## config.mk

```make
export PLATFORM = sky130hd
export DESIGN_NAME = dlf_ram
export DESIGN_NICKNAME = d
export VERILOG_FILES = /design/src/rtl/core/dense_layer_forward_unit_macros.svh /design/src/rtl/core/dlf_ram.sv
export SDC_FILE = /design/constraint.sdc
export NUM_CORES = 2
export LEC_CHECK = 0
export BUFFER_PORTS_ARGS = -buffer_cell sky130_fd_sc_hd__buf_4
export CORE_ASPECT_RATIO = 1.75
export CORE_MARGIN = 3
export CORE_UTILIZATION = 50
export DETAILED_ROUTE_END_ITERATION = 8
export HOLD_SLACK_MARGIN = 0.15
export PLACE_DENSITY = 0.68
export RECOVER_POWER = 100
export SLEW_MARGIN = 20
export SYNTH_ARGS = -nofsm -noshare
export SYNTH_HDL_FRONTEND = slang
export SYNTH_SLANG_ARGS = --single-unit
```

## constraint.sdc

```tcl
create_clock -name clk -period 3.8 [get_ports clk]
set_clock_uncertainty 0.15 [all_clocks]
set_input_delay 1.14 -clock clk [delete_from_list [all_inputs] [get_ports clk]]
set_output_delay 1.14 -clock clk [all_outputs]
set_load 0.05 [all_outputs]
```

## src/rtl/core/dense_layer_forward_unit_macros.svh

```systemverilog
// assertion macros for the dense layer unit
`ifndef DENSE_LAYER_FORWARD_UNIT_MACROS_SVH
`define DENSE_LAYER_FORWARD_UNIT_MACROS_SVH

// same-cycle implication
`define DLF_ASSERT_NOW(name, clk, rst, ante, cons, msg) \
  name: assert property (@(posedge clk) disable iff (rst) (ante) |-> (cons)) else $error(msg);

// next-cycle implication
`define DLF_ASSERT_NEXT(name, clk, rst, ante, cons, msg) \
  name: assert property (@(posedge clk) disable iff (rst) (ante) |=> (cons)) else $error(msg);

`endif

```

## src/rtl/core/dlf_ram.sv

```systemverilog
// generic simple dual-port ram with registered read
module dlf_ram #(
  parameter int WIDTH = 16,
  parameter int DEPTH = 128
) (
  input  logic                     clk,
  input  logic                     we,
  input  logic [$clog2(DEPTH)-1:0] waddr,
  input  logic [WIDTH-1:0]         wdata,
  input  logic [$clog2(DEPTH)-1:0] raddr,
  output logic [WIDTH-1:0]         rdata
);
  logic [WIDTH-1:0] mem [DEPTH];

  always_ff @(posedge clk) begin
    if (we) begin
      mem[waddr] <= wdata;
    end
    rdata <= mem[raddr];
  end
endmodule

```

After elaboration in Yosys (flattened, before gate mapping)
Memories as Yosys holds them, arrays and structs flattened. A register that Yosys moved wholly into a read port is not among the register bits.
Index checks and enable logic that the tools add are counted.

storage, ports and cells
  bits in registers = 0
  bits in writable memories = 2,048
  input bits = 32
  memories = 1

cells by class
  mux-type cells = 2

memories
  name  words  bits a word  read ports  clocked after Yosys merged registers in  wr ports  line           text
  mem   128    16           1           1                                        1         dlf_ram.sv:13  logic [WIDTH-1:0] mem [DEPTH];

operator list
  kind     number
  $mux W1  2

Longest topological paths before layout
  word-level depth = 2
  mapped depth = 7

Worst setup path after synthesis
OpenSTA, ideal clock, no wires.

  path kind = input to register
  start = input port raddr[0]
  end = register rdata[0] (read register of mem)
  library setup time = 0.121 ns
  data arrival time = 3.514 ns
  required time = 3.529 ns
  path slack = 0.015 ns
  cell stages on the path = 6
  path buffers = 2
  cell sequence = buf_2 -> buf_1 -> mux4_2 -> mux4_2 -> mux4_2 -> mux2_2

RTL lines
  item         line           text
  from (decl)  dlf_ram.sv:10  input logic [$clog2(DEPTH)-1:0] raddr,
  to (decl)    dlf_ram.sv:11  output logic [WIDTH-1:0] rdata

==> results.ini <==
[setup_path]
crit_type = input port to flip-flop
timing.critical_path.to_type = flip-flop
timing.reg2reg.setup_slack_ns = 1.08
worst-endpoint-arrival_ns = 4.10
critical_path.max_stage_delay_ns = 0.61
cp_top_family = multiplexers
cp-endpoint = rdata[15]
maximum_fanout_along_the_worst_path = 20
timing.critical_path.cells = buf_8, buf_12, clkbuf_4, buf_4, mux4_2, mux4_2, mux4_2, mux2_2
worstSetupStartpointType = input port
path_buf_inv = 4
crit-reg2reg-capture = rdata[12]
critical_path_cell_count = 8
r2r_cells = 4
timing.critical_path.from = raddr[0]
critical-path-slowest-cell = sky130_fd_sc_hd__mux4_2
critical-path-top-cell-by-count = sky130_fd_sc_hd__mux4_2
cp_data_required_time_ns = 4.33
regToRegStartpoint = mem[39][12]

[synth]
synth_cells = 3086
synth_seq_area_share_pct = 78.7
yosysMostFrequentCell = sky130_fd_sc_hd__edfxtp_1
number_of_distinct_library_cells_after_synthesis = 17
yosys.area.top_type = sky130_fd_sc_hd__edfxtp_1
syn-mean-instance-area_um2 = 25.4
synth_enable_flop_cells = 2048
ys_async_rst_share_pct = 0
netlist_top_cells_area = sky130_fd_sc_hd__edfxtp_1 78%, sky130_fd_sc_hd__mux4_2 19%, sky130_fd_sc_hd__nor2_1 0.58%
ys.warnings.count = 0
synth_top_cells_by_count = 2048 x sky130_fd_sc_hd__edfxtp_1, 672 x sky130_fd_sc_hd__mux4_2, 122 x sky130_fd_sc_hd__nor2_1, 82 x sky130_fd_sc_hd__clkbuf_1, 52 x sky130_fd_sc_hd__buf_2
register_bit_total_from_synthesis = 2064
syn-num-nets = 3118
post-synth-top-area-fraction_pct = 78.3
postSynth.topFlopCell = sky130_fd_sc_hd__edfxtp_1
syn-cell-area_um2 = 78500

[drt]
ant_nets = 0
route.detailed.vias_per_inst = 6.32
drt_iter0_markers = 3915
drt-wirelength-per-cell_um = 34.6
via_count = 35516
post-route-drc-count = 0
detailedRoute.firstPassIterationCount = 6
drt-total-wl_um = 195000

[clock_network]
clkTransAtPathRegs_ns = 0.07
ctsLongestPathBuffers = 3
clock_sink_count = 2064
buffers_inserted_during_post_cts_setup_optimization = 0
holdBufCountCts = 0
htreeDepth = 4
cts.root.buffer_cell = sky130_fd_sc_hd__clkbuf_16
cts_tree = built
post_cts.resized_instances = 0
cts-buffers-inserted = 169
insertion_delay_ns = 0.80

[floorplan]
fp-row-count = 191
initial_utilization_pct = 50.6
die_h_um = 530
ioPinCount = 48
placeableCoreArea_um2 = 155000
die_area_um2 = 162000
horizontal_die_dimension_um = 306

[cells_and_area]
fin_cells = 5616
fraction_of_the_core_area_covered_by_cells_at_the_end_of_the_flow_pct = 57.1
layout-drive-gt1-share_pct = 33.2
area_delta_synth_final_pct = 13.0
fin_nets = 3475

[grt]
grt_antenna_before_repair = 11
via_count_of_the_first_global_routing_pass = 37232
grt.total_usage_pct = 24.5
grt_remaining_overflow = 0
first_pass_grt_wire_length_um = 278000
pin_count_of_the_biggest_net_entering_global_routing = 129

[sta]
post-route-period-util_pct = 93.9
worst_slack_ns = 0.232
grt_setup_unrepaired = false
timing.final.hold_violations = 0
max_freq_mhz = 280
fin_crit_ns = 3.57
maxSlewHeadroom_pct = -99.4
slew_violations = 1098
setup_viol_count_final = 0
worst_tran_pin_value_ns = 2.99

[min_path]
hp-class = input port to flip-flop

[place]
gp_congestion = 0.851
placed_instances = 5298
dp_hpwl_um = 124000
placement.io_buffers = 47
dpl_worst_slack_ns = -0.444

[power]
worst_ir_drop_vdd_uv = 441
p_leak_nw = 27.3
power_per_cell_area_nw_per_um2 = 517

[run_status]
outcome = complete, but fails checks
violations = capacitance limit, slew limit

[job]
maxCapViolCount = 22

cell type report:
class                   count  area, um2
clock buffers             194       4410
clock inverters           115       1330
well taps                2026       2530
flip-flops and latches   2064      61800
diodes                      9       22.5
multi-input cells         858      16100
fillers                 10918      66600
repair buffers            350       2600
how the worst min path moves through the flow:
| stage | to | start | cells after the start | slack [ns] |
|---|---|---|---|---|
| after global placement | rdata[4] | mem[118][4] | 4 | 0.97 |
| after CTS | mem[32][11] | wdata[11] | 1 | 0.59 |
| after detailed placement | rdata[6] | mem[72][6] | 4 | 0.97 |
| final | rdata[15] | raddr[5] | 2 | 0.79 |
| after global routing | rdata[15] | raddr[5] | 2 | 0.74 |
| after floorplan | rdata[0] | mem[36][0] | 4 | 0.92 |
power breakdown:
part	internal [mW]	switching (mW)
registers	25.2	0.0637
logic	1.01	1.54
clock network	10.2	7.92
total	36.4	9.52
kinds of logic after synthesis:
group                  after synthesis  synth area share [%]
flip-flops                        2064                  78.7
multiplexers                       688                  19.5
AND/OR/NAND/NOR                    170                 0.888
buffers and inverters              164                 0.881
worst register-to-register path: cells and delay by family, from the launching register on:
| kind | cells | cell delay [ns] |
|---|---|---|
| flip-flops | 1 | 0.37 |
| multiplexers | 4 | 2.09 |
layout by cell type, fill, tap and decap left out:
master	n
sky130_fd_sc_hd__buf_6	1
sky130_fd_sc_hd__mux2_2	16
sky130_fd_sc_hd__clkbuf_1	134
sky130_fd_sc_hd__edfxtp_1	2048
sky130_fd_sc_hd__buf_12	46
sky130_fd_sc_hd__nor2b_1	7
sky130_fd_sc_hd__clkbuf_16	173
sky130_fd_sc_hd__clkinv_1	40
sky130_fd_sc_hd__inv_6	4
sky130_fd_sc_hd__nand2b_1	2
sky130_fd_sc_hd__clkinvlp_4	11
sky130_fd_sc_hd__dfxtp_1	16
sky130_fd_sc_hd__clkinv_4	7
sky130_fd_sc_hd__nand2_1	14
sky130_fd_sc_hd__nor2_1	107
sky130_fd_sc_hd__buf_4	100
sky130_fd_sc_hd__or3_1	1
sky130_fd_sc_hd__mux4_2	672
sky130_fd_sc_hd__clkinv_8	4
sky130_fd_sc_hd__nand3_1	12
sky130_fd_sc_hd__nor3_1	8
sky130_fd_sc_hd__inv_16	1
sky130_fd_sc_hd__nor2_2	15
sky130_fd_sc_hd__nand4_1	3
sky130_fd_sc_hd__diode_2	9
sky130_fd_sc_hd__nor3_2	1
sky130_fd_sc_hd__clkinv_2	21
sky130_fd_sc_hd__clkbuf_2	83
sky130_fd_sc_hd__bufinv_16	27
sky130_fd_sc_hd__clkbuf_4	4
sky130_fd_sc_hd__buf_8	3
layer usage:
metal / routed length [um] / track usage [%]
met1: 65000 / 28.5
met2: 105000 / 43.6
met3: 11900 / 3.67
met4: 13000 / 14.2
met5: 80 / 0
state kept, by name (all words and copies together) (netlist names):
name,cells
rdata,16
mem,2048
per-stage QoR:
stage          power [mW]  TNS (ns)  instance area, um2  hold WS (ns)
2_1_floorplan        27.0         0               78500         0.924
3_3_place_gp         28.3     -5.36               83900         0.965
3_5_place_dp         28.3     -5.42               83900         0.972
4_1_cts              46.3         0               89600         0.590
5_1_grt              47.1         0               88800         0.743
6_report             45.9         0               88800         0.789
Power figures use the tool's default switching activity.
