### src/rtl/core/dense_layer_forward_unit_macros.svh
// assertion macros for the dense layer unit
`ifndef DENSE_LAYER_FORWARD_UNIT_MACROS_SVH
`define DENSE_LAYER_FORWARD_UNIT_MACROS_SVH

// same-cycle implication
`define DLF_ASSERT_NOW(name, clk, rst, ante, cons, msg) \
  name: assert property (@(posedge clk) disable iff (rst) (ante) |-> (cons)) else $error(msg);

// next-cycle implication
`define DLF_ASSERT_NEXT(name, clk, rst, ante, cons, msg) \
  name: assert property (@(posedge clk) disable iff (rst) (ante) |=> (cons)) else $error(msg);

`endif

### src/rtl/core/dlf_div.sv
// restoring divider, one quotient bit per cycle
module dlf_div #(
  parameter int NUM_W = 30,
  parameter int DEN_W = 24
) (
  input  logic             clk,
  input  logic             rst,
  input  logic             start,
  input  logic [NUM_W-1:0] num,
  input  logic [DEN_W-1:0] den,
  output logic             done,
  output logic [NUM_W-1:0] quot
);
  localparam int CNT_W = $clog2(NUM_W + 1);

  logic [DEN_W-1:0] rem, dsor;
  logic [CNT_W-1:0] cnt;
  logic busy;
  logic [DEN_W:0] trial;
  logic take;

  always_comb begin
    trial = {rem, quot[NUM_W-1]};
    take  = trial >= {1'b0, dsor};
  end

  always_ff @(posedge clk) begin
    if (rst) begin
      busy <= 1'b0;
      done <= 1'b0;
      cnt  <= '0;
    end else begin
      done <= 1'b0;
      if (start) begin
        busy <= 1'b1;
        cnt  <= CNT_W'(NUM_W);
        quot <= num;
        rem  <= '0;
        dsor <= den;
      end else if (busy) begin
        rem  <= take ? DEN_W'(trial - {1'b0, dsor}) : trial[DEN_W-1:0];
        quot <= {quot[NUM_W-2:0], take};
        cnt  <= cnt - 1'b1;
        if (cnt == CNT_W'(1)) begin
          busy <= 1'b0;
          done <= 1'b1;
        end
      end
    end
  end
endmodule

### config.mk
export PLATFORM = sky130hd
export DESIGN_NAME = dlf_div
export DESIGN_NICKNAME = d
export VERILOG_FILES = /design/src/rtl/core/dense_layer_forward_unit_macros.svh /design/src/rtl/core/dlf_div.sv
export SDC_FILE = /design/constraint.sdc
export NUM_CORES = 1
export LEC_CHECK = 0
export BUFFER_PORTS_ARGS = -buffer_cell sky130_fd_sc_hd__buf_2
export CAP_MARGIN = 25
export CORE_MARGIN = 1
export CORE_UTILIZATION = 50
export DETAILED_ROUTE_END_ITERATION = 6
export PLACE_DENSITY = 0.73
export SLEW_MARGIN = 10
export SYNTH_ARGS = -nofsm -noshare
export SYNTH_HDL_FRONTEND = slang
export SYNTH_SLANG_ARGS = --single-unit
export TNS_END_PERCENT = 50
### constraint.sdc
create_clock -name clk -period 4.7 [get_ports clk]
set_input_delay 0.94 -clock clk [delete_from_list [all_inputs] [get_ports clk]]
set_output_delay 0.94 -clock clk [all_outputs]
set_load 0.01 [all_outputs]
# Word level (Yosys, flattened, before mapping)
# Index checks and enable logic that the tools add are counted.
[totals]
wordCells = 28
ff_bits = 85
output_inout_bits = 31
input_bits = 57
[classes]
n_eq_ne = 1
n_mux = 10
add_sub_neg = 2
n_bitwise = 2
n_reduce_logical = 5
magnitude_cmp = 1
[ops]
columns = ["op", "count"]
rows = [
  ["30-bit 2-to-1 mux", 2],
  ["24-bit 2-to-1 mux", 2],
  ["25-bit by 24-bit greater-or-equal comparator with 1-bit output", 1],
  ["24-bit subtractor", 1],
  ["5-bit 2-to-1 mux", 2],
  ["5-bit by 1-bit equality test with 1-bit output (second input constant)", 1],
  ["5-bit by 1-bit subtractor with 5-bit output (second input constant)", 1],
  ["1-bit 2-to-1 mux", 4],
  ["2-bit AND reduction", 2],
  ["3-bit OR reduction", 1],
  ["1-bit inverter", 2],
  ["2-bit nonzero test", 1],
  ["2-bit OR reduction", 1],
]

# Depth between registers and ports, before layout
[logic_depth]
ltp_word = 4
mapped_depth = 12
mapped_depth_nobuf = 12

# Worst setup path after synthesis
# No wires, ideal clock.
[synth_path]
path_kind = "input-to-reg"
from = "input port start"
to = "register quot[0] (enable)"
setup_slack_ps = 320
path_buffers = 2
required_ps = 4234
setup_time_ps = 466
path_stages = 4
arrival_ps = 3915
path_cell_list = "clkbuf_1 > clkbuf_1 > nor2_1 > nor2_1"
[synth_via]
elab_chain_len = 2
[synth_lines]
columns = ["element", "line_no", "rtl"]
rows = [
  ["from (decl)", "dlf_div.sv:8", "input logic start,"],
  ["2-bit nonzero test (no source line)", "--", ""],
  ["2-bit AND reduction (no source line)", "--", ""],
  ["to (signal assigned)", "dlf_div.sv:37", "quot <= num;"],
  ["to (signal assigned)", "dlf_div.sv:42", "quot <= {quot[NUM_W-2:0], take};"],
  ["to (decl)", "dlf_div.sv:12", "output logic [NUM_W-1:0] quot"],
]
# No other way between the ends.
# A chain may end at the register's enable or synchronous reset.

# Final worst setup path
[layout_path]
from = "register rem[2]"
to = "register rem[7], data pin"
[layout_via]
elab_chain_len = 3
elab_cells_between_ends = 4
cone_classes = "add/sub (1); order compare (1); mux (2)"
[layout_lines]
columns = ["element", "line_no", "rtl"]
rows = [
  ["from (decl)", "dlf_div.sv:16", "logic [DEN_W-1:0] rem, dsor;"],
  ["from (signal assigned)", "dlf_div.sv:41", "rem <= take ? DEN_W'(trial - {1'b0, dsor}) : trial[DEN_W-1:0];"],
  ["24-bit subtractor or 25-bit by 24-bit greater-or-equal comparator with 1-bit output (tied branches)", "dlf_div.sv:41, dlf_div.sv:24", ""],
  ["24-bit 2-to-1 mux *", "dlf_div.sv:41", ""],
  ["24-bit 2-to-1 mux *", "dlf_div.sv:40", "end else if (busy) begin"],
]
# Every way passes the cells marked *; elsewhere a longest branch is shown, timed or not. The select of a mux whose other input is x is not followed.

==> flow_metrics.env <==
export IMPL_status="completed"
export IMPL_cp_start_kind="register"
export IMPL_antenna_found_initial=0
export IMPL_cts_buffer_depth=2
export IMPL_skew_ps=17.1
export IMPL_final_common_cell="buf_2"
export IMPL_worstSetupPathType="reg2reg"
export IMPL_cts_tree="done"
export IMPL_core_area_mm2=0.00889
export IMPL_cts_htree_levels=3
export IMPL_p_leak_nw=2.36
export IMPL_ys_types=54
export IMPL_synth_top_area_share_pct=50.0
export IMPL_grt_pass1_wl_um=15200
export IMPL_critPathCaptureType="register"
export IMPL_fmax_ghz=0.285
export IMPL_synth_edf_count=78
export IMPL_avgViaCountPerCell=5.50
export IMPL_final_max_slew_viol_count=0
export IMPL_clock_sinks=85
export IMPL_ff_latch_area_mm2=0.00248
export IMPL_drv_cap=0
export IMPL_crit_required_ps=4790
export IMPL_min_period_ps=3510
export IMPL_synthArstFlopShare_pct=0
export IMPL_place_gp_congestion=0.835
export IMPL_most_common_layout_cells="buf_2 (87), edfxtp_1 (78), inv_1 (32), nor2_1 (32), mux2_2 (30)"
export IMPL_root_buffer="clkbuf_8"
export IMPL_post_route_period_util_pct=74.7
export IMPL_rsz0062_at_grt="false"
export IMPL_drc=0
export IMPL_yosysWarnings=0
export IMPL_boundaryPins=88
export IMPL_fillers=697
export IMPL_slew_headroom_pct=41.2
export IMPL_postCtsHoldBufs=0
export IMPL_finalHoldViolations=0
export IMPL_worstMarginPinSlew_ps=881
export IMPL_ant_nets=0
export IMPL_synth_flop_cell="edfxtp_1"
export IMPL_syn_inst=389
export IMPL_dp_hpwl_um=6600
export IMPL_io_buffers=87
export IMPL_synth_area_per_cell_um2=12.0
export IMPL_row_count=34
export IMPL_cts_buffers=9
export IMPL_drt_total_wl_um=9190
export IMPL_insertedDiodeCount=0
export IMPL_peakVddDrop_v=0.000275
export IMPL_multi_input_area_mm2=0.00202
export IMPL_wl_per_cell_um=15.5
export IMPL_dr_pass1_iters=4
export IMPL_pre_cts_ws_ps=1210
export IMPL_drt_iter0_drc=171
export IMPL_syn_nets=473
export IMPL_drive_gt1_share_pct=31.2
export IMPL_p_per_area_mw_per_mm2=373
export IMPL_synth_seq_area_share_pct=53.0
export IMPL_dr_total_vias=3256
export IMPL_setup_tns_ps=0
export IMPL_grt_usage_pct=20.1
export IMPL_grt_overflow=0
export IMPL_final_nets=563
export IMPL_cts_resized=0
export IMPL_worst_slack_ps=1190
export IMPL_initial_core_util_pct=52.7
export IMPL_die_h_um=98.8
export IMPL_path_max_fanout=16
export IMPL_cts_setup_buffers=0
export IMPL_syn_cell_area_mm2=0.00468
export IMPL_cp_data_arrival_time_ps=3610
export IMPL_grt_pass1_vias=3304
export IMPL_area_growth_pct=16.8
export IMPL_setup_violations=0
export IMPL_grt_max_degree=56
export IMPL_die_w_um=98.8
export IMPL_yosysTopAreaCell="edfxtp_1"
export IMPL_synth_area_top_cells="edfxtp_1 (50%), mux2_2 (7.2%), ha_1 (6.9%), mux2i_1 (3.2%), dfxtp_1 (3.0%)"
export IMPL_synth_seq_cells=85
export IMPL_clk_latency_ps=380
export IMPL_die_area_mm2=0.00976
export IMPL_min_path_type="reg2reg"
export IMPL_clk_pin_slew_ps=80
registers in the layout (all words and copies together) (netlist names):
signal / flops
busy: 1
dsor: 24
done: 1
rem: 24
cnt: 5
quot: 30
where the power goes:
group          switching, mW  total (mW)  internal [mW]
clock                  0.290       0.608          0.317
sequential            0.0303       0.936          0.906
combinational          0.272       0.494          0.222
total                  0.593        2.04           1.45
worst paths after layout:
kind,startpoint,to,slack [ps],cells after the start
min,cnt[4],cnt[4],570,2
max reg2reg,rem[2],rem[7],1190,11
min reg2reg,cnt[4],cnt[4],570,2
max,rem[2],rem[7],1190,11
cell type report:
cell class / instances / area share (%)
sequential: 85 / 45.4
multi-input combinational: 259 / 37.0
timing repair buffer: 92 / 8.65
clock buffer: 12 / 3.25
tap: 108 / 2.47
inverter: 32 / 2.20
clock inverter: 4 / 1.08
logic make-up after synthesis:
kind of cell / share of synthesized area [%]
multiplexers: 10.4
AO/OA/AOI/OAI: 12.0
AND/OR/NAND/NOR: 8.87
adder cells (fa/ha/maj): 7.37
flip-flops: 53.0
buffers and inverters: 4.03
XOR/XNOR: 4.30
stage by stage:
stage                     utilization (%)  instances  power (mW)  area [µm²]  hold WS, ps
after global routing                 61.5        592        2.14        5470          593
final                                61.5        592        2.04        5470          568
after CTS                            61.5        592        2.05        5470          572
after floorplan                         -        389        1.33        4680          529
after detailed placement             58.9        576        1.45        5230          557
after global placement               58.9        576        1.43        5230          553
layer usage:
metal  global-route usage (%)  vias to the layer above  routed length [µm]
met3                     7.09                       12                 606
li1                         -                     1617                   -
met5                        0                        -                   0
met1                     24.8                     1536                4150
met4                     8.73                        0                 165
met2                     32.1                       91                4270
critical path: stages (launching register included):
cell and delay (ps):
edfxtp_1 390, ha_1 380, nand3_1 130, o21bai_1 190, a21oi_1 200, o21ba_2 200
o31ai_4 100, o211a_4 280, o21ai_2 680, buf_4 400, mux2i_1 220, nor2_1 60
cells in the mapped netlist (2+ instances only):
library cell	number
nor4b_1	2
a31oi_1	5
and3_1	3
o21a_1	2
nand2_1	15
xor2_1	11
edfxtp_1	78
buf_6	2
nor2_1	34
dfxtp_1	7
a41oi_1	3
o22ai_1	4
nor3_1	5
o21ai_0	13
nand2b_1	4
nand4_1	2
nand3_1	5
a21o_1	13
nor2b_1	4
o31a_1	3
xnor2_1	12
inv_1	32
mux2_2	30
a21oi_1	21
clkbuf_1	8
o21bai_1	2
ha_1	26
mux2i_1	15
a211oi_2	3
Power figures use the tool's default switching activity.
