File: src/rtl/core/dense_layer_forward_unit_macros.svh
// assertion macros for the dense layer unit
`ifndef DENSE_LAYER_FORWARD_UNIT_MACROS_SVH
`define DENSE_LAYER_FORWARD_UNIT_MACROS_SVH

// same-cycle implication
`define DLF_ASSERT_NOW(name, clk, rst, ante, cons, msg) \
  name: assert property (@(posedge clk) disable iff (rst) (ante) |-> (cons)) else $error(msg);

// next-cycle implication
`define DLF_ASSERT_NEXT(name, clk, rst, ante, cons, msg) \
  name: assert property (@(posedge clk) disable iff (rst) (ante) |=> (cons)) else $error(msg);

`endif

File: src/rtl/core/dlf_pkg.sv
// shared constants, codes and lookup tables of the dense layer unit
package dlf_pkg;

  localparam int OPCODE_W   = 2;
  localparam int NEURON_W   = 7;
  localparam int POS_W      = 10;
  localparam int IN_CNT_W   = 11;
  localparam int OUT_CNT_W  = 8;
  localparam int CFG_IDX_W  = 2;
  localparam int CFG_DATA_W = 11;
  localparam int ACC_W      = 40;
  localparam int EXP_W      = 17;
  localparam int SIG_W      = 13;

  localparam logic [OPCODE_W-1:0] OP_WEIGHT = 2'd0;
  localparam logic [OPCODE_W-1:0] OP_BIAS   = 2'd1;
  localparam logic [OPCODE_W-1:0] OP_ACT    = 2'd2;
  localparam logic [OPCODE_W-1:0] OP_READ   = 2'd3;

  localparam logic [CFG_IDX_W-1:0] REG_SOFTMAX   = 2'd0;
  localparam logic [CFG_IDX_W-1:0] REG_IN_COUNT  = 2'd1;
  localparam logic [CFG_IDX_W-1:0] REG_OUT_COUNT = 2'd2;

  localparam logic [IN_CNT_W-1:0]  IN_COUNT_RST  = 11'd784;
  localparam logic [OUT_CNT_W-1:0] OUT_COUNT_RST = 8'd128;

  // sigmoid(k/4) in Q.12
  function automatic logic [11:0] sig_tab(input logic [5:0] k);
    logic [11:0] v;
    case (k)
      6'd0:  v = 12'd2048;  6'd1:  v = 12'd2303;  6'd2:  v = 12'd2550;
      6'd3:  v = 12'd2782;  6'd4:  v = 12'd2994;  6'd5:  v = 12'd3184;
      6'd6:  v = 12'd3349;  6'd7:  v = 12'd3490;  6'd8:  v = 12'd3608;
      6'd9:  v = 12'd3705;  6'd10: v = 12'd3785;  6'd11: v = 12'd3850;
      6'd12: v = 12'd3902;  6'd13: v = 12'd3943;  6'd14: v = 12'd3976;
      6'd15: v = 12'd4002;  6'd16: v = 12'd4022;  6'd17: v = 12'd4038;
      6'd18: v = 12'd4051;  6'd19: v = 12'd4061;  6'd20: v = 12'd4069;
      6'd21: v = 12'd4075;  6'd22: v = 12'd4079;  6'd23: v = 12'd4083;
      6'd24: v = 12'd4086;  6'd25: v = 12'd4088;  6'd26: v = 12'd4090;
      6'd27: v = 12'd4091;  6'd28: v = 12'd4092;  6'd29: v = 12'd4093;
      6'd30: v = 12'd4094;  6'd31: v = 12'd4094;
      default: v = 12'd4095;
    endcase
    return v;
  endfunction

  // exp(-k/2) in Q.16
  function automatic logic [EXP_W-1:0] exp_tab(input logic [5:0] k);
    logic [EXP_W-1:0] v;
    case (k)
      6'd0:  v = 17'd65536; 6'd1:  v = 17'd39750; 6'd2:  v = 17'd24109;
      6'd3:  v = 17'd14623; 6'd4:  v = 17'd8869;  6'd5:  v = 17'd5380;
      6'd6:  v = 17'd3263;  6'd7:  v = 17'd1979;  6'd8:  v = 17'd1200;
      6'd9:  v = 17'd728;   6'd10: v = 17'd442;   6'd11: v = 17'd268;
      6'd12: v = 17'd162;   6'd13: v = 17'd99;    6'd14: v = 17'd60;
      6'd15: v = 17'd36;    6'd16: v = 17'd22;    6'd17: v = 17'd13;
      6'd18: v = 17'd8;     6'd19: v = 17'd5;     6'd20: v = 17'd3;
      6'd21: v = 17'd2;     6'd22: v = 17'd1;     6'd23: v = 17'd1;
      default: v = 17'd0;
    endcase
    return v;
  endfunction

endpackage

File: src/rtl/core/dlf_act.sv
// sigmoid and negative exponential by table with linear interpolation
module dlf_act #(
  parameter int VALUE_WIDTH = 16
) (
  input  logic signed [VALUE_WIDTH-1:0]   z,
  input  logic        [VALUE_WIDTH:0]     t,
  output logic signed [VALUE_WIDTH-1:0]   sig,
  output logic        [dlf_pkg::EXP_W-1:0] expo
);
  import dlf_pkg::*;

  logic signed [VALUE_WIDTH:0] zx;
  logic [VALUE_WIDTH:0] mag;
  logic [31:0] a32, t32, y, sv;
  logic [5:0] sidx, eidx;
  logic [11:0] s0, s1;
  logic [EXP_W-1:0] e0, e1;
  logic [31:0] sprod, eprod;

  always_comb begin
    zx    = (VALUE_WIDTH+1)'(z);
    mag   = zx[VALUE_WIDTH] ? $unsigned(-zx) : $unsigned(zx);
    a32   = 32'(mag);
    sidx  = {1'b0, a32[14:10]};
    s0    = sig_tab(sidx);
    s1    = sig_tab(sidx + 6'd1);
    sprod = 32'(s1 - s0) * 32'(a32[9:0]) + 32'd512;
    if (a32 >= 32'd32768) begin
      y = 32'(sig_tab(6'd32));
    end else begin
      y = 32'(s0) + (sprod >> 10);
    end
    sv  = zx[VALUE_WIDTH] ? (32'd4096 - y) : y;
    sig = VALUE_WIDTH'(sv);

    t32   = 32'(t);
    eidx  = {1'b0, t32[15:11]};
    e0    = exp_tab(eidx);
    e1    = exp_tab(eidx + 6'd1);
    eprod = 32'(e0 - e1) * 32'(t32[10:0]) + 32'd1024;
    if (t32 >= 32'd65536) begin
      expo = '0;
    end else begin
      expo = e0 - EXP_W'(eprod >> 11);
    end
  end
endmodule

File: config.mk
export PLATFORM = sky130hd
export DESIGN_NAME = dlf_act
export DESIGN_NICKNAME = d
export VERILOG_FILES = /design/src/rtl/core/dense_layer_forward_unit_macros.svh /design/src/rtl/core/dlf_pkg.sv /design/src/rtl/core/dlf_act.sv
export SDC_FILE = /design/constraint.sdc
export NUM_CORES = 1
export LEC_CHECK = 0
export BUFFER_PORTS_ARGS = -buffer_cell sky130_fd_sc_hd__buf_2
export CAP_MARGIN = 10
export CORE_MARGIN = 2
export CORE_UTILIZATION = 35
export DETAILED_ROUTE_END_ITERATION = 8
export PLACE_DENSITY = 0.47
export SYNTH_ARGS = -nofsm -noshare
export SYNTH_HDL_FRONTEND = slang
export SYNTH_SLANG_ARGS = --single-unit
File: constraint.sdc
create_clock -name vclk -period 59.6
set_input_delay 14.9 -clock vclk [all_inputs]
set_output_delay 14.9 -clock vclk [all_outputs]
set_load 0.01 [all_outputs]
## Word-level counts from Yosys, hierarchy flattened

Memories as Yosys holds them, arrays and structs flattened.
Index checks and enable logic that the tools add are counted.

- Flip-flop bits (word level): 0
- Bits in read-only memories: 1792
- Input bits: 33
- Output and inout bits: 33
- Word-level logic and storage cells: 24
- Memories kept: 4

- Add/sub/neg operators: 10
- Multiply operators: 2
- Magnitude comparators: 2
- Multiplexer cells: 6

Memories:

| name | depth | bits a word | read ports | clocked after memory_dff | wr ports | line | text |
|---|---|---|---|---|---|---|---|
| (name not given) | 32 | 17 | 1 | 0 | 0 | dlf_pkg.sv:50 | `case (k)` |
| (name not given) | 32 | 17 | 1 | 0 | 0 | dlf_pkg.sv:50 |  |
| (name not given) | 32 | 11 | 1 | 0 | 0 | dlf_pkg.sv:30 | `case (k)` |
| (name not given) | 32 | 11 | 1 | 0 | 0 | dlf_pkg.sv:30 |  |

Operator list:

| cell | count |
|---|---|
| 17-bit 2-to-1 mux | 3 |
| 16-bit 2-to-1 mux | 2 |
| 28-bit by 12-bit adder with 28-bit output, second input constant | 1 |
| 18-bit by 12-bit multiplier with 28-bit output | 1 |
| 24-bit by 11-bit adder with 25-bit output, second input constant | 1 |
| 13-bit by 11-bit multiplier with 24-bit output | 1 |
| 17-bit by 17-bit subtractor with 18-bit output | 1 |
| 17-bit by 16-bit >= comparator with 1-bit output, second input constant | 1 |
| 17-bit >= comparator, second input constant | 1 |
| 16-bit negator with 17-bit output | 1 |
| 17-bit subtractor | 1 |
| 12-bit by 16-bit adder with 16-bit output | 1 |
| 13-bit by 16-bit subtractor with 16-bit output, first input constant | 1 |
| 12-bit by 12-bit subtractor with 13-bit output | 1 |
| 5-bit by 1-bit adder with 6-bit output, second input constant | 2 |
| 12-bit 2-to-1 mux | 1 |

## Logic depth before layout (Yosys ltp)

Gate-level depths: netlist of run 1.
An unclocked memory read counts as a cell.

- Word-level depth: 12
- Depth in mapped cells: 56
- Depth with buffers taken out: 54

## Least setup slack after synthesis of run 1

OpenSTA, ideal clock, no wires.

- Path type: input -> output
- From: input port z[2]
- To: output port sig[14]
- Arrival time: 27088 ps
- Path slack: 17612 ps
- Cell stages on the path: 52
- Cells stage by stage: nor4_2 > nand2b_1 > or3b_4 > o31ai_2 > xnor2_1 > clkbuf_1 > ha_1 > inv_1 > ha_1 > clkbuf_1 > clkbuf_1 > a2111oi_0 > nor3_1 > ha_1 > inv_1 > fa_1 > a21o_1 > a21oi_1 > (+16 left out) > inv_1 > ha_1 > nor2b_1 > or3_1 > o21ai_0 > nand2b_1 > xor2_1 > ha_1 > or2_2 > a21o_1 > a41o_1 > a21oi_1 > o41ai_1 > a22oi_2 > xor2_1 > nand2_1 > a2111oi_0 > a21o_1

- Longest elaborated chain between the ends: 12
- Elaborated cells between the ends (all ways): 14
- Classes of those cells: add/sub (6); mul (1); order compare (1); mux (4); memory (2)

Ends and longest elaborated chain:

| what | line | text |
|---|---|---|
| start: declaration | dlf_act.sv:5 | `input logic signed [VALUE_WIDTH-1:0] z,` |
| 16-bit negator with 17-bit output | dlf_act.sv:22 | `mag = zx[VALUE_WIDTH] ? $unsigned(-zx) : $unsigned(zx);` |
| 17-bit 2-to-1 mux * | dlf_act.sv:22 |  |
| 5-bit by 1-bit adder with 6-bit output | dlf_act.sv:26 | `s1 = sig_tab(sidx + 6'd1);` |
| memory 32 x 11 bit | n/a |  |
| 12-bit 2-to-1 mux | dlf_pkg.sv:30 |  |
| 12-bit by 12-bit subtractor with 13-bit output | dlf_act.sv:27 | `sprod = 32'(s1 - s0) * 32'(a32[9:0]) + 32'd512;` |
| 13-bit by 11-bit multiplier with 24-bit output | dlf_act.sv:27 |  |
| 24-bit by 11-bit adder with 25-bit output | dlf_act.sv:27 |  |
| 12-bit by 16-bit adder with 16-bit output | dlf_act.sv:31 | `y = 32'(s0) + (sprod >> 10);` |
| 16-bit 2-to-1 mux * | dlf_act.sv:28 | `if (a32 >= 32'd32768) begin` |
| 13-bit by 16-bit subtractor with 16-bit output | dlf_act.sv:33 | `sv = zx[VALUE_WIDTH] ? (32'd4096 - y) : y;` |
| 16-bit 2-to-1 mux * | dlf_act.sv:33 |  |
| end: declaration | dlf_act.sv:7 | `output logic signed [VALUE_WIDTH-1:0] sig,` |

Mark *: on every way between the ends. The rest lies on a longest branch, timed or not.

## Worst setup path after layout of run 1

Ends and elaborated chain as after synthesis.

==> run_results.csv, run 1 <==
group,metric,value,unit
clock_tree,cts_hold_buf,0,
timing,hold_violations,0,
detailed_routing,num_vias,14700,
die,die_y,228,µm
global_route,grt-ovfl-total,0,
timing,slew_headroom,29.2,%
timing,finalSetupViolCount,0,
die,dieArea,52000,µm²
placement,place_congestion,0.854,
placement,port_buffers,66,
global_route,grt_pass1_vias,15300,
timing,worst_pin_slew,1.03,ns
layout,final_common_cell,"inv_1",
worst_setup_path,crit_fanout,20,
worst_setup_path,startpoint,"z[2]",
synthesis,synth-seq-area-share,0,%
synthesis,ys_warn_count,0,
layout,seq_area,0,µm²
worst_setup_path,arrival,28.37,ns
placement,dpl_worst_slack,16.35,ns
worst_setup_path,required,44.70,ns
worst_setup_path,crit_path_max_incr_delay,0.63,ns
detailed_routing,drtPass1Iterations,5,
die,die_w,228,µm
placement,dp_hpwl,40900,µm
die,ios,66,
timing,slew_violations,0,
layout,seq_cells,0,
clock_tree,cts_resized,0,
layout,num-nets-final,2760,
die,initial_utilization,35.2,%
synthesis,synth_cell_types,87,
worst_setup_path,crit_top_cell,"fa_1",
detailed_routing,viasPerCell,5.09,
worst_setup_path,crit_type,"in2out",
status,status,"finished, final reports clean",
layout,nClkBuffers,0,
global_route,grt_max_degree,33,
layout,final_cell_mix,"inv_1 (418), fa_1 (297), nand2_1 (247)",
run,maxCapViolCount,0,
timing,fmax,0.0231,GHz
min_path,hp-class,"in2out",
layout,drive_gt1_share,6.35,%
layout,area_delta_synth_final,5.71,%
timing,finalCriticalPeriod,43.27,ns
detailed_routing,drc,0,
worst_setup_path,path_depth,52,
worst_setup_path,cp-end-kind,"output pin",
detailed_routing,ant_nets,0,
timing,rsz0062_at_grt,"no",
worst_setup_path,start_kind,"input port",
timing,fin_ws,16.33,ns
detailed_routing,drt_iter0_markers,902,
synthesis,syn_area_per_cell,7.89,µm²
synthesis,syn-cell-area,17600,µm²
global_route,grt_pass1_wl,81700,µm
clock_tree,cts_setup_buffers,0,
die,core,49900,µm²
detailed_routing,wl,49400,µm
worst_setup_path,cpMaxStageDelayCell,"or4b_4",
min_path,min_path_cells,3,
min_path,hp-start,"t[16]",
detailed_routing,wl_per_cell,17.1,µm
worst_setup_path,crit_buf_inv,7,
synthesis,syn_nets,2763,
timing,setup_tns,0,ns
synthesis,synthCells,2225,
timing,timing.final.crit_share,72.6,%
global_route,track_usage,19.3,%
die,num_rows,82,
global_route,antenna_found_initial,3,
worst_setup_path,cp_top_family,"compound AO/OA/AOI/OAI gates",
[layout make-up]
| class | instances | area (µm²) |
|---|---|---|
| Inverter | 423 | 1590 |
| Fill cell | 5368 | 31300 |
| Antenna cell | 1 | 2.50 |
| Multi-Input combinational cell | 1705 | 15600 |
| Timing Repair Buffer | 92 | 532 |
| Tap cell | 672 | 841 |
[worst paths after layout]
check,to
setup / recovery,sig[14]
hold / removal,expo[16]
[through the flow]
stage	area (µm²)	util [%]	instances	hold WS [ns]
floorplan	17600	-	2225	30.04
global placement	18600	37.2	2891	30.27
detailed placement	18600	37.2	2891	30.28
CTS	18600	37.2	2891	30.28
global route	18600	37.2	2893	30.32
finish	18600	37.2	2893	30.26
[per-layer routing]
metal  wire length (µm)  up-vias  share of wire (%)  global-route usage (%)
met2              24400      302                 49                    34.8
met1              22300     7255                 45                    25.9
met5                  0        -                  0                       0
met3               1530       61                3.1                   0.675
li1                   -     7118                  -                       -
met4               1100        0                2.2                    3.64
[Yosys cell counts, drive strengths merged (5+ instances only)]
cell      n  area, µm²
and2     94        588
a21boi    8       60.1
nor3     31        178
a21oi    75        383
nand4     5       31.3
o22ai    11       68.8
o211ai   12       90.1
xnor2    80        719
buf      11       57.6
o21a     15        113
a22oi     5       42.5
or3      15        104
xor2     35        314
clkbuf   86        323
and3     30        193
a21o     23        173
o21ai    84        428
nand2b   17        106
nand2   248        933
nand3    44        220
nor3b    14        105
o31ai    11        115
or2      10       62.6
ha      208       2600
a31oi    21        131
o311ai    7       61.3
fa      297       5950
nor2    160        608
a211oi   41        318
nor2b    32        203
inv     420       1580
[cell families after synthesis]
kind of cell / count (synthesis) / synth area share (%)
compound gates: 361 / 13.8
xor+xnor: 115 / 5.88
buf+inv: 520 / 11.2
mux: 9 / 0.677
simple gates: 715 / 19.8
fa+ha+maj: 505 / 48.7
Power of run 1 is not shown: default switching activity piles up to over one toggle a cycle in this logic, so the estimate is an artifact.
==> run 2: changes to the inputs <==
--- a/config.mk
+++ b/config.mk
@@ -10,7 +10,7 @@
 export CORE_MARGIN = 2
 export CORE_UTILIZATION = 35
 export DETAILED_ROUTE_END_ITERATION = 8
-export PLACE_DENSITY = 0.47
+export PLACE_DENSITY = 0.49
 export SYNTH_ARGS = -nofsm -noshare
 export SYNTH_HDL_FRONTEND = slang
 export SYNTH_SLANG_ARGS = --single-unit
==> constraint.sdc (replaced) <==
create_clock -name vclk -period 34.7
set_input_delay 8.675 -clock vclk [all_inputs]
set_output_delay 8.675 -clock vclk [all_outputs]
set_load 0.01 [all_outputs]
==> run 2 against run 1 <==
Net effect:
- non-clock buffer count increased by 1
- wire length decreased by 1.1%
- global-route usage decreased by 0.24 points
- cell count unchanged
- die area unchanged
==> run_results.csv, run 2 (synthesis results as in run 1) <==
group,metric,value,unit
worst_setup_path,start_kind,"input port",
global_route,grt_max_degree,33,
global_route,grt-ovfl-total,0,
timing,finalSetupViolCount,0,
layout,seq_cells,0,
worst_setup_path,arrival,22.17,ns
die,die_y,228,µm
global_route,antenna_found_initial,7,
timing,rsz0062_at_grt,"no",
die,num_rows,82,
die,die_w,228,µm
global_route,track_usage,19.0,%
layout,nClkBuffers,0,
clock_tree,cts_resized,0,
placement,dp_hpwl,40700,µm
placement,dpl_worst_slack,3.90,ns
worst_setup_path,crit_type,"in2out",
timing,hold_violations,0,
die,core,49900,µm²
layout,num_antenna_cells,0,
timing,slew_headroom,17.9,%
detailed_routing,wl,48800,µm
detailed_routing,drc,0,
detailed_routing,viasPerCell,5.10,
layout,drive_gt1_share,6.35,%
clock_tree,cts_setup_buffers,0,
clock_tree,cts_hold_buf,0,
layout,final_cell_mix,"inv_1 (418), fa_1 (297), nand2_1 (247)",
worst_setup_path,required,26.02,ns
global_route,grt_pass1_wl,81100,µm
layout,final_common_cell,"inv_1",
detailed_routing,ant_nets,0,
worst_setup_path,crit_path_max_incr_delay,0.62,ns
die,ios,66,
die,dieArea,52000,µm²
timing,fmax,0.0324,GHz
detailed_routing,wl_per_cell,16.9,µm
worst_setup_path,crit_top_cell,"fa_1",
detailed_routing,drt_iter0_markers,835,
status,status,"finished, final reports clean",
detailed_routing,num_vias,14700,
timing,setup_tns,0,ns
global_route,grt_pass1_vias,15100,
timing,finalCriticalPeriod,30.84,ns
timing,timing.final.crit_share,88.9,%
timing,fin_ws,3.86,ns
worst_setup_path,cp-end-kind,"output pin",
placement,port_buffers,66,
timing,slew_violations,0,
placement,place_congestion,0.824,
die,initial_utilization,35.2,%
detailed_routing,drtPass1Iterations,5,
timing,worst_pin_slew,1.23,ns
layout,num-nets-final,2761,
worst_setup_path,cpMaxStageDelayCell,"or4b_4",
layout,area_delta_synth_final,5.66,%
run,maxCapViolCount,0,
layout,fillers,5371,
layout,seq_area,0,µm²
worst_setup_path,crit_fanout,20,
min_path,hp-class,"in2out",
-- run 2: changes by cell type in the layout (fill, tap and decap cells not counted) --
cell / before / now
buf_4: 25 / 27
clkbuf_8: 1 / 0
diode_2: 1 / 0
xor2_1: 33 / 34
xor2_2: 2 / 1
-- run 2: final cells by class --
class	count	area (µm²)	area share, %
Timing Repair Buffer	93	533	2.87
Multi-Input combinational cell	1705	15600	84.0
Inverter	423	1590	8.57
Tap cell	672	841	4.53
-- run 2: path summary, 6_finish.rpt --
path	depth (start not counted)	from	to	slack [ns]
setup / recovery	53	z[2]	sig[14]	3.86
hold / removal	3	t[16]	expo[16]	17.82
-- run 2: metrics by stage --
| stage | std cells | hold slack (ns) | util, % | area [µm²] |
|---|---|---|---|---|
| 2_1_floorplan | 2225 | 17.59 | - | 17600 |
| 3_3_place_gp | 2893 | 17.83 | 37.2 | 18600 |
| 3_5_place_dp | 2893 | 17.83 | 37.2 | 18600 |
| 4_1_cts | 2893 | 17.83 | 37.2 | 18600 |
| 5_1_grt | 2893 | 17.88 | 37.2 | 18600 |
| 6_report | 2893 | 17.82 | 37.2 | 18600 |
-- run 2: per-layer routing --
layer | GRT usage, % | part of all wire [%] | vias up
met1 | 26.1 | 45 | 7259
met5 | 0 | 0.020 | -
met3 | 0.875 | 3.5 | 38
met2 | 34.1 | 50 | 317
li1 | - | - | 7131
met4 | 2.47 | 1.3 | 2
-- run 2: worst max-delay path: cells and delay by family --
kind,cells,cell delay (ns)
compound gates,20,4.09
xor+xnor,4,1.10
fa+ha+maj,9,3.93
buf+inv,7,0.96
simple gates,13,3.38
Power of run 2 is left out for the same reason.
==> run 3: changes to the inputs <==
--- a/config.mk
+++ b/config.mk
@@ -10,7 +10,7 @@
 export CORE_MARGIN = 2
 export CORE_UTILIZATION = 35
 export DETAILED_ROUTE_END_ITERATION = 8
-export PLACE_DENSITY = 0.49
+export PLACE_DENSITY = 0.47
 export SYNTH_ARGS = -nofsm -noshare
 export SYNTH_HDL_FRONTEND = slang
 export SYNTH_SLANG_ARGS = --single-unit
==> constraint.sdc (replaced) <==
create_clock -name vclk -period 30.3
set_input_delay 7.575 -clock vclk [all_inputs]
set_output_delay 7.575 -clock vclk [all_outputs]
set_load 0.01 [all_outputs]
==> run 3 against run 2 <==
Net effect:
- non-clock buffer count fell by 1
- first-iteration DRC count fell by 12%
- core utilization barely moved
- cell area barely moved
- worst setup slack got worse by 2.2 ns
- critical endpoint unchanged
==> run_results.csv, run 3 (synthesis results as in run 1) <==
group,metric,value,unit
status,status,"finished, final reports clean",
layout,seq_area,0,µm²
die,core,49900,µm²
timing,fin_ws,1.68,ns
layout,stdcell_count,2893,
layout,final_cell_mix,"inv_1 (418), fa_1 (297), nand2_1 (247)",
global_route,grt_pass1_vias,15800,
clock_tree,cts_setup_buffers,0,
worst_setup_path,startpoint,"z[2]",
clock_tree,cts_hold_buf,0,
timing,finalCriticalPeriod,28.62,ns
global_route,antenna_found_initial,4,
timing,rsz0062_at_grt,"no",
detailed_routing,drt_iter0_markers,734,
worst_setup_path,arrival,21.04,ns
die,num_rows,82,
detailed_routing,drtPass1Iterations,5,
die,dieArea,52000,µm²
timing,setup_tns,0,ns
worst_setup_path,crit_type,"in2out",
placement,dp_hpwl,41100,µm
timing,fmax,0.0349,GHz
placement,dpl_worst_slack,1.69,ns
layout,drive_gt1_share,6.35,%
die,die_y,228,µm
global_route,grt_max_degree,33,
layout,nClkBuffers,0,
global_route,track_usage,19.5,%
clock_tree,cts_resized,0,
detailed_routing,wl,49300,µm
run,maxCapViolCount,0,
layout,seq_cells,0,
placement,placedCellCount,2892,
detailed_routing,drc,0,
detailed_routing,num_vias,14800,
timing,timing.final.crit_share,94.4,%
layout,fillers,5405,
min_path,hp-class,"in2out",
global_route,grt-ovfl-total,0,
worst_setup_path,crit_fanout,20,
die,initial_utilization,35.2,%
worst_setup_path,cp-endpoint,"sig[14]",
detailed_routing,ant_nets,0,
worst_setup_path,cpMaxStageDelayCell,"or4b_4",
layout,final_common_cell,"inv_1",
timing,hold_violations,0,
timing,finalSetupViolCount,0,
die,die_w,228,µm
worst_setup_path,cp-end-kind,"output pin",
worst_setup_path,crit_top_cell,"fa_1",
placement,port_buffers,66,
timing,slew_violations,0,
worst_setup_path,start_kind,"input port",
layout,num-nets-final,2760,
worst_setup_path,crit_path_max_incr_delay,0.62,ns
layout,area_delta_synth_final,5.68,%
timing,slew_headroom,17.3,%
die,ios,66,
detailed_routing,wl_per_cell,17.0,µm
global_route,grt_pass1_wl,83000,µm
worst_setup_path,required,22.73,ns
placement,place_congestion,0.854,
detailed_routing,viasPerCell,5.10,
timing,worst_pin_slew,1.24,ns
-- run 3: changes by cell type in the layout (fill, tap and decap cells not counted) --
| cell | delta |
|---|---|
| xor2_2 | +1 |
| xor2_1 | -1 |
| buf_4 | -1 |
| diode_2 | +1 |
-- run 3: how the worst min path moves through the flow --
stage | startpoint | endpoint | slack, ns | depth (start not counted)
5_1_grt | t[16] | expo[11] | 15.68 | 3
4_1_cts | t[16] | expo[16] | 15.63 | 3
2_1_floorplan | z[14] | sig[11] | 15.39 | 2
3_5_place_dp | t[16] | expo[9] | 15.63 | 3
3_3_place_gp | t[16] | expo[16] | 15.62 | 3
6_report | t[16] | expo[16] | 15.62 | 3
-- run 3: worst max-delay path: cells and delay by family --
family / cells / cell delay [ns]
AO/OA/AOI/OAI: 19 / 4.02
XOR/XNOR: 4 / 1.07
adder cells (fa/ha/maj): 9 / 3.93
buffers and inverters: 7 / 0.93
AND/OR/NAND/NOR: 13 / 3.48
-- run 3: cell type report --
cell class	instances	area [µm²]	share of cell area, %
multi-input cells	1705	15600	84.1
well taps	672	841	4.53
repair buffers	92	526	2.83
inverters	423	1590	8.57
diodes	1	2.50	0.0135
-- run 3: stage by stage --
step | hold slack (ns) | utilization [%] | instance area (µm²)
after floorplan | 15.39 | - | 17600
after global placement | 15.62 | 37.2 | 18600
after detailed placement | 15.63 | 37.2 | 18600
after CTS | 15.63 | 37.2 | 18600
after global routing | 15.68 | 37.2 | 18600
final | 15.62 | 37.2 | 18600
-- run 3: layer usage --
| layer | GRT usage, % | wire length [µm] |
|---|---|---|
| met3 | 0.788 | 1570 |
| met5 | 0 | 27 |
| met1 | 26.0 | 22100 |
| met4 | 4.06 | 1130 |
| met2 | 35.2 | 24500 |
Power of run 3 is left out for the same reason.
